`src/rtl/core/xrb_pkg.sv`:
```
// Shared types, constants and helpers of the xoroshiro128+ random byte generator.
package xrb_pkg;

  localparam int MAX_BYTES_DEF = 512;
  localparam int CNT_W         = 10;
  localparam int WORD_W        = 64;
  localparam int HALF_W        = 32;
  localparam int VB_W          = 4;
  localparam int BYTES_PER_WORD = 8;

  localparam int QUEUE_DEPTH = 2;
  localparam int QPTR_W      = 1;
  localparam int QCNT_W      = 2;

  localparam logic [WORD_W-1:0] SEED_RESET = 64'h6368_6432_4D76_6931;
  localparam logic [WORD_W-1:0] GOLDEN     = 64'h9E37_79B9_7F4A_7C15;
  localparam logic [WORD_W-1:0] MIX_A      = 64'hBF58_476D_1CE4_E5B9;
  localparam logic [WORD_W-1:0] MIX_B      = 64'h94D0_49BB_1331_11EB;

  localparam int ROT_A  = 55;
  localparam int SHL_B  = 14;
  localparam int ROT_C  = 36;
  localparam int MIX_S1 = 30;
  localparam int MIX_S2 = 27;
  localparam int MIX_S3 = 31;

  typedef enum logic [1:0] {
    BK_IDLE,
    BK_MUL,
    BK_SUM,
    BK_GEN
  } back_state_t;

  // Queue status seen by the back end
  typedef struct packed {
    logic not_empty;
    logic full;
  } queue_status_t;

  // Rotate a 64-bit word left by a fixed amount
  function automatic logic [WORD_W-1:0] rotl(input logic [WORD_W-1:0] v, input int amount);
    rotl = (v << amount) | (v >> (WORD_W - amount));
  endfunction

  // Build a mask that keeps the low n bytes of a word
  function automatic logic [WORD_W-1:0] byte_mask(input logic [VB_W-1:0] n);
    logic [WORD_W-1:0] m;
    m = '0;
    for (int i = 0; i < BYTES_PER_WORD; i++) begin
      if (VB_W'(i) < n) begin
        m[i*8 +: 8] = 8'hFF;
      end
    end
    byte_mask = m;
  endfunction

endpackage

```
`src/rtl/core/xrb_front.sv`:
```
// Request front end: accepts byte counts, saturates them and drops empty requests.
module xrb_front #(
  parameter int MAX_BYTES = xrb_pkg::MAX_BYTES_DEF,
  parameter int REM_W     = $clog2(MAX_BYTES + 1)
) (
  input  logic                      clk,
  input  logic                      rst,
  input  logic                      in_valid,
  output logic                      in_stall,
  input  logic [xrb_pkg::CNT_W-1:0] byte_count,
  input  xrb_pkg::queue_status_t    q_status,
  output logic                      q_push,
  output logic [REM_W-1:0]          q_data
);
  import xrb_pkg::*;

  logic accept;
  logic busy;

  // Hold the producer off while the queue is full; hold one cycle out of reset
  always_ff @(posedge clk) begin
    if (rst) begin
      busy <= 1'b1;
    end else begin
      busy <= 1'b0;
    end
  end

  assign in_stall = q_status.full | busy;
  assign accept   = in_valid & ~in_stall;

  // Clamp the count and drop requests for zero bytes
  always_comb begin
    if (32'(byte_count) > MAX_BYTES) begin
      q_data = REM_W'(MAX_BYTES);
    end else begin
      q_data = REM_W'(byte_count);
    end
    q_push = accept & (byte_count != '0);
  end

endmodule

```
`src/rtl/core/xrb_queue.sv`:
```
// Short request queue between the front end and the generator.
module xrb_queue #(
  parameter int REM_W = 10
) (
  input  logic                   clk,
  input  logic                   rst,
  input  logic                   push,
  input  logic [REM_W-1:0]       push_data,
  input  logic                   pop,
  output logic [REM_W-1:0]       pop_data,
  output xrb_pkg::queue_status_t status
);
  import xrb_pkg::*;

  logic [REM_W-1:0]  slots [QUEUE_DEPTH];
  logic [QPTR_W-1:0] wr_ptr;
  logic [QPTR_W-1:0] rd_ptr;
  logic [QCNT_W-1:0] fill;

  // Advance pointers and fill count
  always_ff @(posedge clk) begin
    if (rst) begin
      wr_ptr <= '0;
      rd_ptr <= '0;
      fill   <= '0;
    end else begin
      if (push) begin
        wr_ptr <= wr_ptr + 1'b1;
      end
      if (pop) begin
        rd_ptr <= rd_ptr + 1'b1;
      end
      if (push && !pop) begin
        fill <= fill + 1'b1;
      end else if (pop && !push) begin
        fill <= fill - 1'b1;
      end
    end
  end

  // Store the incoming item
  always_ff @(posedge clk) begin
    if (push) begin
      slots[wr_ptr] <= push_data;
    end
  end

  assign pop_data         = slots[rd_ptr];
  assign status.not_empty = (fill != '0);
  assign status.full      = (fill == QCNT_W'(QUEUE_DEPTH));

endmodule

```
`src/rtl/core/xrb_mul64.sv`:
```
// 64x64 low-half multiplier split into registered 32-bit partial products.
module xrb_mul64 (
  input  logic                       clk,
  input  logic [xrb_pkg::WORD_W-1:0] a,
  input  logic [xrb_pkg::WORD_W-1:0] b,
  output logic [xrb_pkg::WORD_W-1:0] prod
);
  import xrb_pkg::*;

  logic [WORD_W-1:0] pp_ll;
  logic [HALF_W-1:0] pp_hl;
  logic [HALF_W-1:0] pp_lh;
  logic [WORD_W-1:0] a_lo;
  logic [WORD_W-1:0] b_lo;
  logic [HALF_W-1:0] cross_sum;

  assign a_lo = {{HALF_W{1'b0}}, a[HALF_W-1:0]};
  assign b_lo = {{HALF_W{1'b0}}, b[HALF_W-1:0]};

  // Register the partial products; only the low half of the cross terms matters
  always_ff @(posedge clk) begin
    pp_ll <= a_lo * b_lo;
    pp_hl <= a[WORD_W-1:HALF_W] * b[HALF_W-1:0];
    pp_lh <= a[HALF_W-1:0] * b[WORD_W-1:HALF_W];
  end

  // Combine them into the low 64 bits
  assign cross_sum = pp_hl + pp_lh;
  assign prod      = pp_ll + {cross_sum, {HALF_W{1'b0}}};

endmodule

```
`src/rtl/core/xrb_back.sv`:
```
// Generator back end: splitmix64 seeding sequencer, xoroshiro128+ step, output register.
module xrb_back #(
  parameter int MAX_BYTES = xrb_pkg::MAX_BYTES_DEF,
  parameter int REM_W     = $clog2(MAX_BYTES + 1)
) (
  input  logic                       clk,
  input  logic                       rst,
  input  logic [xrb_pkg::WORD_W-1:0] seed,
  input  logic                       seed_write,
  input  xrb_pkg::queue_status_t     q_status,
  input  logic [REM_W-1:0]           q_data,
  output logic                       q_pop,
  output logic                       out_valid,
  input  logic                       out_stall,
  output logic [xrb_pkg::WORD_W-1:0] random_word,
  output logic [xrb_pkg::VB_W-1:0]   valid_bytes,
  output logic                       last_word
);
  import xrb_pkg::*;

  back_state_t state, state_next;

  logic [WORD_W-1:0] state_low;
  logic [WORD_W-1:0] state_high;
  logic              seeded;
  logic [REM_W-1:0]  rem;
  logic [WORD_W-1:0] acc;
  logic [WORD_W-1:0] z;
  logic              mix_sel;
  logic              half;

  logic [WORD_W-1:0] mul_in;
  logic [WORD_W-1:0] mul_k;
  logic [WORD_W-1:0] prod;
  logic [WORD_W-1:0] mixed;

  logic              gen_fire;
  logic              is_last;
  logic [VB_W-1:0]   take;
  logic [WORD_W-1:0] sum;
  logic [WORD_W-1:0] b_x;

  // Shared multiplier for both mixing rounds
  assign mul_in = mix_sel ? (z ^ (z >> MIX_S2)) : (z ^ (z >> MIX_S1));
  assign mul_k  = mix_sel ? MIX_B : MIX_A;
  assign mixed  = prod ^ (prod >> MIX_S3);

  xrb_mul64 u_mul (
    .clk  (clk),
    .a    (mul_in),
    .b    (mul_k),
    .prod (prod)
  );

  // Word step
  assign is_last = (rem <= REM_W'(BYTES_PER_WORD));
  assign take    = is_last ? VB_W'(rem) : VB_W'(BYTES_PER_WORD);
  assign sum     = state_low + state_high;
  assign b_x     = state_high ^ state_low;

  // Next state and handshake
  always_comb begin
    state_next = state;
    q_pop      = 1'b0;
    gen_fire   = 1'b0;
    case (state)
      BK_IDLE: begin
        if (q_status.not_empty) begin
          q_pop      = 1'b1;
          state_next = seeded ? BK_GEN : BK_MUL;
        end
      end
      BK_MUL: begin
        state_next = BK_SUM;
      end
      BK_SUM: begin
        if (mix_sel && half) begin
          state_next = BK_GEN;
        end else begin
          state_next = BK_MUL;
        end
      end
      BK_GEN: begin
        gen_fire = ~out_valid | ~out_stall;
        if (gen_fire && is_last) begin
          state_next = BK_IDLE;
        end
      end
      default: begin
        state_next = BK_IDLE;
      end
    endcase
  end

  always_ff @(posedge clk) begin
    if (rst) begin
      state <= BK_IDLE;
    end else begin
      state <= state_next;
    end
  end

  // Track seeding; a seed write forces a fresh expansion
  always_ff @(posedge clk) begin
    if (rst) begin
      seeded <= 1'b0;
    end else if (seed_write) begin
      seeded <= 1'b0;
    end else if (state == BK_SUM && mix_sel && half) begin
      seeded <= 1'b1;
    end
  end

  // Seeding datapath, remaining count and generator state
  always_ff @(posedge clk) begin
    case (state)
      BK_IDLE: begin
        if (q_status.not_empty) begin
          rem     <= q_data;
          acc     <= seed + GOLDEN;
          z       <= seed + GOLDEN;
          mix_sel <= 1'b0;
          half    <= 1'b0;
        end
      end
      BK_SUM: begin
        if (!mix_sel) begin
          z       <= prod;
          mix_sel <= 1'b1;
        end else begin
          mix_sel <= 1'b0;
          half    <= 1'b1;
          acc     <= acc + GOLDEN;
          z       <= acc + GOLDEN;
          if (half) begin
            state_high <= mixed;
          end else begin
            state_low <= mixed;
          end
        end
      end
      BK_GEN: begin
        if (gen_fire) begin
          rem        <= rem - REM_W'(take);
          state_low  <= rotl(state_low, ROT_A) ^ b_x ^ (b_x << SHL_B);
          state_high <= rotl(b_x, ROT_C);
        end
      end
      default: begin
      end
    endcase
  end

  // Output register
  always_ff @(posedge clk) begin
    if (rst) begin
      out_valid <= 1'b0;
    end else if (gen_fire) begin
      out_valid <= 1'b1;
    end else if (!out_stall) begin
      out_valid <= 1'b0;
    end
  end

  always_ff @(posedge clk) begin
    if (gen_fire) begin
      random_word <= sum & byte_mask(take);
      valid_bytes <= take;
      last_word   <= is_last;
    end
  end

endmodule

```
`src/rtl/core/xoroshiro128p_random_bytes.sv`:
```
// An accepted request passes the queue, then the seeding sequencer when the state is unseeded,
//   then the generator step. The generator makes one word per cycle while the output is not
//   stalled and handles one request at a time; the seeding sequencer shares one split multiplier.
// Requests queue two deep in front of the generator; zero-byte requests are dropped.
// Reset (rst, synchronous): seed returns to its default, state is marked unseeded,
//   queue and output register empty; input is stalled for the first cycle after reset.
module xoroshiro128p_random_bytes #(
  parameter int MAX_BYTES = xrb_pkg::MAX_BYTES_DEF
) (
  input  logic                       clk,
  input  logic                       rst,
  input  logic                       in_valid,
  output logic                       in_stall,
  input  logic [xrb_pkg::CNT_W-1:0]  byte_count,
  output logic                       out_valid,
  input  logic                       out_stall,
  output logic [xrb_pkg::WORD_W-1:0] random_word,
  output logic [xrb_pkg::VB_W-1:0]   valid_bytes,
  output logic                       last_word,
  input  logic                       seed_valid,
  output logic                       seed_ready,
  input  logic [xrb_pkg::WORD_W-1:0] seed_value
);
  import xrb_pkg::*;

  localparam int REM_W = $clog2(MAX_BYTES + 1);

  logic [WORD_W-1:0] seed;
  logic              seed_write;
  queue_status_t     q_status;
  logic              q_push;
  logic              q_pop;
  logic [REM_W-1:0]  q_in;
  logic [REM_W-1:0]  q_out;

  // Seed register
  assign seed_ready = 1'b1;
  assign seed_write = seed_valid & seed_ready;

  always_ff @(posedge clk) begin
    if (rst) begin
      seed <= SEED_RESET;
    end else if (seed_write) begin
      seed <= seed_value;
    end
  end

  xrb_front #(
    .MAX_BYTES (MAX_BYTES),
    .REM_W     (REM_W)
  ) u_front (
    .clk        (clk),
    .rst        (rst),
    .in_valid   (in_valid),
    .in_stall   (in_stall),
    .byte_count (byte_count),
    .q_status   (q_status),
    .q_push     (q_push),
    .q_data     (q_in)
  );

  xrb_queue #(
    .REM_W (REM_W)
  ) u_queue (
    .clk       (clk),
    .rst       (rst),
    .push      (q_push),
    .push_data (q_in),
    .pop       (q_pop),
    .pop_data  (q_out),
    .status    (q_status)
  );

  xrb_back #(
    .MAX_BYTES (MAX_BYTES),
    .REM_W     (REM_W)
  ) u_back (
    .clk         (clk),
    .rst         (rst),
    .seed        (seed),
    .seed_write  (seed_write),
    .q_status    (q_status),
    .q_data      (q_out),
    .q_pop       (q_pop),
    .out_valid   (out_valid),
    .out_stall   (out_stall),
    .random_word (random_word),
    .valid_bytes (valid_bytes),
    .last_word   (last_word)
  );

  // Byte counts on output words stay in range
  assert property (@(posedge clk) disable iff (rst)
    out_valid |-> (valid_bytes != '0) && (valid_bytes <= VB_W'(BYTES_PER_WORD)))
    else $error("valid_bytes out of range");

  // Only the final word of a request may be partial
  assert property (@(posedge clk) disable iff (rst)
    out_valid && !last_word |-> valid_bytes == VB_W'(BYTES_PER_WORD))
    else $error("partial word before end of request");

  // Bytes beyond valid_bytes are cleared
  assert property (@(posedge clk) disable iff (rst)
    out_valid |-> (random_word & ~byte_mask(valid_bytes)) == '0)
    else $error("unused bytes not zero");

  // Queue never pops when empty
  assert property (@(posedge clk) disable iff (rst)
    q_pop |-> q_status.not_empty)
    else $error("pop from empty request queue");

endmodule

```
`config.mk`:
```
export PLATFORM = sky130hd
export DESIGN_NAME = xoroshiro128p_random_bytes
export DESIGN_NICKNAME = d
export VERILOG_FILES = /design/src/rtl/core/xrb_pkg.sv /design/src/rtl/core/xrb_front.sv /design/src/rtl/core/xrb_queue.sv /design/src/rtl/core/xrb_mul64.sv /design/src/rtl/core/xrb_back.sv /design/src/rtl/core/xoroshiro128p_random_bytes.sv
export SDC_FILE = /design/constraint.sdc
export NUM_CORES = 2
export LEC_CHECK = 0
export BUFFER_PORTS_ARGS = -buffer_cell sky130_fd_sc_hd__buf_2
export CAP_MARGIN = 5
export CORE_MARGIN = 2
export CORE_UTILIZATION = 53
export CTS_BUF_LIST = sky130_fd_sc_hd__clkbuf_8
export CTS_CLUSTER_SIZE = 8
export DETAILED_ROUTE_END_ITERATION = 8
export PLACE_DENSITY = 0.72
export SYNTH_ARGS = -nofsm -noshare
export SYNTH_HDL_FRONTEND = slang
export SYNTH_HIERARCHICAL = 1
export SYNTH_SLANG_ARGS = --single-unit
export TNS_END_PERCENT = 5
```
`constraint.sdc`:
```
create_clock -name clk -period 9.15 [get_ports clk]
set_clock_uncertainty 0.05 [all_clocks]
set_input_delay 1.3725 -clock clk [delete_from_list [all_inputs] [get_ports clk]]
set_output_delay 1.3725 -clock clk [all_outputs]
set_load 0.01 [all_outputs]
```
; ---- Yosys cells after proc, flatten, opt, wreduce, memory -nomap -nowiden
; Memories as Yosys holds them, arrays and structs flattened. A register that Yosys moved wholly into a read port is not among the register bits.
; Index checks and enable logic that the tools add are counted.
[totals]
ff_bits = 538
output_inout_bits = 72
ramBits = 20
mem_count = 1
inputBits = 79
[mem_list]
columns = memory, words, word_bits, rd, rd_ports_with_merged_regs, write_ports, line_no
row1 = u_queue.slots, 2, 10, 1, 1, 1, xrb_queue.sv:15  ; logic [REM_W-1:0] slots [QUEUE_DEPTH];
[op_classes]
add_sub_neg = 10
n_bitwise = 16
n_mul = 3
magnitude_cmp = 10
reduce_logical = 22
n_eq_ne = 11
n_mux = 58
[op_table]
columns = op, count
row1 = 64-bit 2-to-1 mux, 10
row2 = 64-bit one-hot mux with 2 select lines, 4
row3 = 64-bit bitwise XOR, 3
row4 = 64-bit adder, 2
row5 = 64-bit adder (second input constant), 2
row6 = 8-bit 2-to-1 mux, 16
row7 = 64-bit bitwise AND, 1
row8 = 32-bit by 32-bit multiplier with 32-bit output, 2
row9 = 32-bit by 32-bit multiplier with 64-bit output, 1
row10 = 64-bit by 36-bit OR with 64-bit output, 1
row11 = 64-bit by 55-bit OR with 64-bit output, 1
row12 = 64-bit by 33-bit bitwise XOR with 64-bit output, 1
row13 = 64-bit by 34-bit bitwise XOR with 64-bit output, 1
row14 = 64-bit by 37-bit bitwise XOR with 64-bit output, 1
row15 = 62-bit 2-to-1 mux, 1
row16 = 32-bit adder, 1
row17 = 10-bit 2-to-1 mux, 3
row18 = 10-bit one-hot mux with 2 select lines, 1
row19 = 3-bit by 4-bit < comparator with 1-bit output (first input constant), 4
row20 = 1-bit 2-to-1 mux, 13
row21 = 2-bit 2-to-1 mux, 6
row22 = 10-bit > comparator (second input constant), 1
row23 = 10-bit by 4-bit <= comparator with 1-bit output (second input constant), 1
row24 = 2-bit by 1-bit inequality test with 1-bit output (second input constant), 5
row25 = 24 further kinds, 48

; ---- Logic depth before layout (Yosys ltp)
[depth]
word_depth = 9
depth_mapped = 35
depth_no_buf = 30

; ---- Hierarchy
; Netlist, hierarchy kept.
[modules_own_cells]
columns = mod, area_per_inst_um2, n_inst, cells_each
row1 = xrb_mul64, 70422.5, 1, 7905
row2 = xrb_back, 22888.2, 1, 2446
row3 = xoroshiro128p_random_bytes, 2374.8, 1, 211
row4 = xrb_queue, 928.4, 1, 53
row5 = xrb_front, 122.6, 1, 18

; ---- Least setup slack after synthesis
; No wires, ideal clock.
[synth_timing]
path_kind = register to register
from = register u_back.mix_sel
to = register u_back.u_mul.pp_ll[56]
setup_ns = 0.072
slack_ns = -0.502
stages_incl_launch_ff = 32
arrival_ns = 9.530
cell_sequence = edfxtp_1 -> clkbuf_1 -> inv_2 -> clkbuf_1 -> clkbuf_1 -> clkbuf_1 -> nand2_1 -> fa_1 -> inv_1 -> fa_1 -> fa_1 -> inv_1 -> fa_1 -> inv_1 -> fa_1 -> fa_1 -> fa_1 -> inv_1 -> fa_1 -> inv_1 -> ha_1 -> clkbuf_1 -> a21oi_1 -> o21ai_0 -> a31oi_1 -> o21ai_0 -> a31oi_4 -> o21ai_1 -> or4_1 -> a211o_1 -> a211oi_2 -> xnor2_1
[synth_between]
elab_chain_len = 2
word_cells_on_any_way = 3
cone_classes = mul (1) / mux (2)
[synth_rtl]
columns = element, line_no
row1 = from (decl), xrb_back.sv:29  ; logic mix_sel;
row2 = from (signal assigned), xrb_back.sv:122  ; mix_sel <= 1'b0;
row3 = from (signal assigned), xrb_back.sv:129  ; mix_sel <= 1'b1;
row4 = from (signal assigned), xrb_back.sv:131  ; mix_sel <= 1'b0;
row5 = 62-bit 2-to-1 mux, xrb_back.sv:45  ; assign mul_k = mix_sel ? MIX_B : MIX_A;
row6 = via u_back.mul_k[10], xrb_back.sv:33  ; logic [WORD_W-1:0] mul_k;
row7 = 32-bit by 32-bit multiplier with 64-bit output, xrb_mul64.sv:22  ; pp_ll <= a_lo * b_lo;
row8 = to (signal assigned), xrb_mul64.sv:22
row9 = to (decl), xrb_mul64.sv:10  ; logic [WORD_W-1:0] pp_ll;
; The timed path passes the listed nets, and every way through them passes these cells.
; A chain may end at the register's enable or synchronous reset.

; ---- Final worst setup path
[layout_timing]
from = register u_back.mix_sel
to = register u_back.u_mul.pp_ll[61]
[layout_between]
elab_chain_len = 2
word_cells_on_any_way = 3
cone_classes = mul (1) / mux (2)
[layout_rtl]
columns = element, line_no
row1 = 64-bit 2-to-1 mux, xrb_back.sv:44  ; assign mul_in = mix_sel ? (z ^ (z >> MIX_S2)) : (z ^ (z >> MIX_S1));
row2 = via u_back.mul_in[13], xrb_back.sv:32  ; logic [WORD_W-1:0] mul_in;
row3 = 32-bit by 32-bit multiplier with 64-bit output, xrb_mul64.sv:22
; The timed path passes the listed nets, and every way through them passes these cells.

==> summary.md <==
| Metric | Value |
|---|---|
| Status | finished, final reports clean |
| Fmax | 112 MHz |
| Die area | 186000 sq um |
| Core area | between 150000 and 200000 sq um |
| Antenna violations before repair | 20 |
| Fin crit period | 8.93 ns |
| Most frequent cells in the layout | inv_1 (1923), fa_1 (1715), nand2_1 (1449) |
| Largest net degree at the start of global routing | 160 |
| Clock latency at the later pin of the worst-skew pair | 0.81 ns |
| M2 GR Usage | 0.507 |
| Netlist Area Pre-Place | 96700 sq um |
| TritonRoute pass-1 iters | 7 |
| Worst r2r src | u_back/mix_sel |
| Sinks on Clock Net | 559 |
| GRT Total Usage | 0.314 |
| Setup crit start | u_back/mix_sel |
| Total CTS buffers | 96 |
| Asr flop ratio synth | 0 |
| Fill count | 16000 |
| RePlAce Congestion | 1.01 |
| GRT met3 Usage | 0.0586 |
| Most Crowded Layer GR | met2 |
| Final Core Density | 0.564 |
| R2r setup slk | around 0.22 ns |
| CTS Buffer Depth | 3 |
| Vias/cell | 5.66 |
| Post-route cell area | 102000 sq um |
| Crit Path Class | flip-flop to flip-flop |
| Htree depth | 3 |
| Seq cells post-synth | 559 |
| Slew Viols, Final | 0 |
| Commonest non-fill, non-tap cell in the layout | inv_1 |
| CTS tree | built |
| Iter 0 DRT Violations | 6846 |
| Post-synth EDFFs | 357 |
| CTS Root Cell | clkbuf_8 |
| Crit start category | flip-flop |
| Total of max-cap violations | 0 |
| Post-DRT Antenna Nets | 0 |
| Synth-to-layout area growth | 5.56% |
| Ranking of synthesized cells by area | fa_1 (35%), edfxtp_1 (11%), ha_1 (8.3%), inv_1 (7.3%), and2_1 (6.7%) |
| Ys flop type | edfxtp_1 |
| CP Max Fanout | 35 |
| Number of core rows | 156 |
| Top cell type's share of synthesized area | 0.355 |
| Least-Margin Pin Slew | 1.32 ns |
| First-pass GRT wire length | 450000 microns |
| Mean area per synthesized cell | 9.10 sq um |
| WL final | 288000 microns |
| Slew margin rel. | 0.116 |
| R2r endpoint | u_back/u_mul/pp_ll[61] |
| Total gr overflow | 0 |
| Clk slew on worst S/H paths | roughly 0.060 ns |
| Setup TNS | 0 ns |
| Drt drc | 0 |
| Post-synthesis sequential area ratio | 0.153 |
| Final layout net count | 13000 |
| CP endpoint | u_back/u_mul/pp_ll[61] |
| Number of port buffers | 149 |
| Layout cells sized above 1 | 0.0533 |
| R2R cell count | 27 |
| Worst hold path class | flip-flop to flip-flop |
| Syn. warnings | 6 |
| Die W | 431 microns |
| Drt wl/cell | 22.2 microns |
| WP data required | 9.78 ns |
| Vias in the first global route | 78300 |
| Cells after Synth | 10600 |
| Via Count | 73600 |
| Grt met1 use | 0.414 |
| Element type at the critical path end | flip-flop |
| Final period util | 0.976 |
| HPWL after detailed placement | 227000 microns |
| Ports | 151 |
| Crit path DAT | 9.56 ns |
| Leading area contributor after synthesis | fa_1 |
| Die height | 431 microns |
| Final setup vio count | 0 |
| Starting Density | 0.534 |
| Yosys cell types | 100 |
| Hold Violations, Final | 0 |
| Dpl cell area | 100000 sq um |
==> critical path, cell delays in order (launching register included) <==
cell and delay, ns:
edfxtp_1 0.49, buf_12 0.25, mux2i_2 0.22, xnor2_4 0.50
buf_4 0.41, and2_1 0.20, fa_1 0.44, fa_1 0.54
inv_1 0.05, fa_1 0.44, fa_1 0.53, fa_1 0.55
inv_1 0.05, fa_1 0.48, fa_1 0.54, fa_1 0.42
ha_1 0.33, nand2_1 0.06, or2_1 0.23, nor3_1 0.19
a2bb2oi_1 0.12, buf_4 0.17, o31a_1 0.31, or3_1 0.43
a31oi_2 0.31, and3_1 0.24, o41ai_1 0.09, xnor2_1 0.14
==> stage by stage <==
| stage | worst slack [ns] | hold WS (ns) | std cells |
|---|---|---|---|
| detailed placement | 0.0220 | 0.441 | 12800 |
| global route | -0.00960 | 0.486 | 13000 |
| CTS | 0.00809 | 0.450 | 13000 |
| floorplan | 0.127 | 0.406 | 10700 |
| finish | 0.217 | 0.446 | 13000 |
| global placement | 0.203 | 0.424 | 12800 |
==> logic make-up (layout without fill, tap and decap cells) <==
family	after synthesis	count (layout)	synth area share
AO/OA/AOI/OAI	1140	1140	0.0747
multiplexers	95	95	0.0100
flip-flops	559	559	0.153
XOR/XNOR	639	639	0.0579
buffers and inverters	2506	2393	0.100
AND/OR/NAND/NOR	3338	3338	0.167
other	3	102	0.000116
adder cells (fa/ha/maj)	2353	2353	0.437
==> layout make-up <==
class / instances / area [sq um] / share of cell area
multi-input cells: 7664 / 73100 / 0.716
well taps: 2370 / 2970 / 0.0290
inverters: 1887 / 7110 / 0.0696
diodes: 3 / 7.51 / 0.0000735
flip-flops and latches: 559 / 14800 / 0.145
clock inverters: 73 / 415 / 0.00407
repair buffers: 328 / 2320 / 0.0227
clock buffers: 105 / 1450 / 0.0142
==> worst min-delay path by stage <==
stage / from / endpoint / depth (start not counted)
floorplan: u_queue/fill[1] / u_queue/fill[1] / 2
global placement: u_queue/fill[1] / u_queue/fill[1] / 2
detailed placement: u_queue/fill[1] / u_queue/fill[1] / 2
CTS: u_queue/fill[1] / u_queue/fill[1] / 2
global route: u_queue/fill[1] / u_queue/fill[1] / 2
finish: u_queue/fill[1] / u_queue/fill[1] / 2
==> flip-flops by register name, indices dropped and copies added (netlist names), named ones only <==
signal              flops
seed                   64
u_back/acc             64
u_back/random_word     64
u_back/state_high      64
u_back/state_low       64
u_back/u_mul/pp_ll     64
u_back/z               64
u_back/u_mul/pp_hl     32
u_back/u_mul/pp_lh     32
u_queue/slots          20
u_back/rem             10
u_back/valid_bytes      4
u_back/state            2
u_queue/fill            2
u_back/half             1
u_back/last_word        1
u_back/mix_sel          1
u_back/out_valid        1
u_back/seeded           1
u_front/busy            1
u_queue/rd_ptr          1
u_queue/wr_ptr          1
==> per-layer routing <==
layer  vias up  part of all wire
met5         -           0.00038
met4        16             0.050
met3       687             0.084
met2      3070              0.47
met1     37500              0.40
li1      32300                 -
==> synthesized netlist by cell type, drive strengths merged, types with 81 or more instances <==
cell	instances
inv	1886
clkbuf	530
a21o	141
xor2	224
mux2i	81
nand2	1453
o21ai	266
nor3	81
nor2	400
buf	89
fa	1715
xnor2	415
dfxtp	202
edfxtp	357
ha	638
nor2b	86
a21oi	378
and2	1031
==> timing repair <==
| action | 4_1_cts | 5_1_grt |
|---|---|---|
| resized for setup | 0 | 27 |
| hold buffers | 0 | 0 |
| setup buffers | 0 | 9 |
| endpoints found under the setup margin | 0 | 22 |
Power is not shown: default switching activity piles up to over one toggle a cycle in this logic, so the estimate is an artifact.
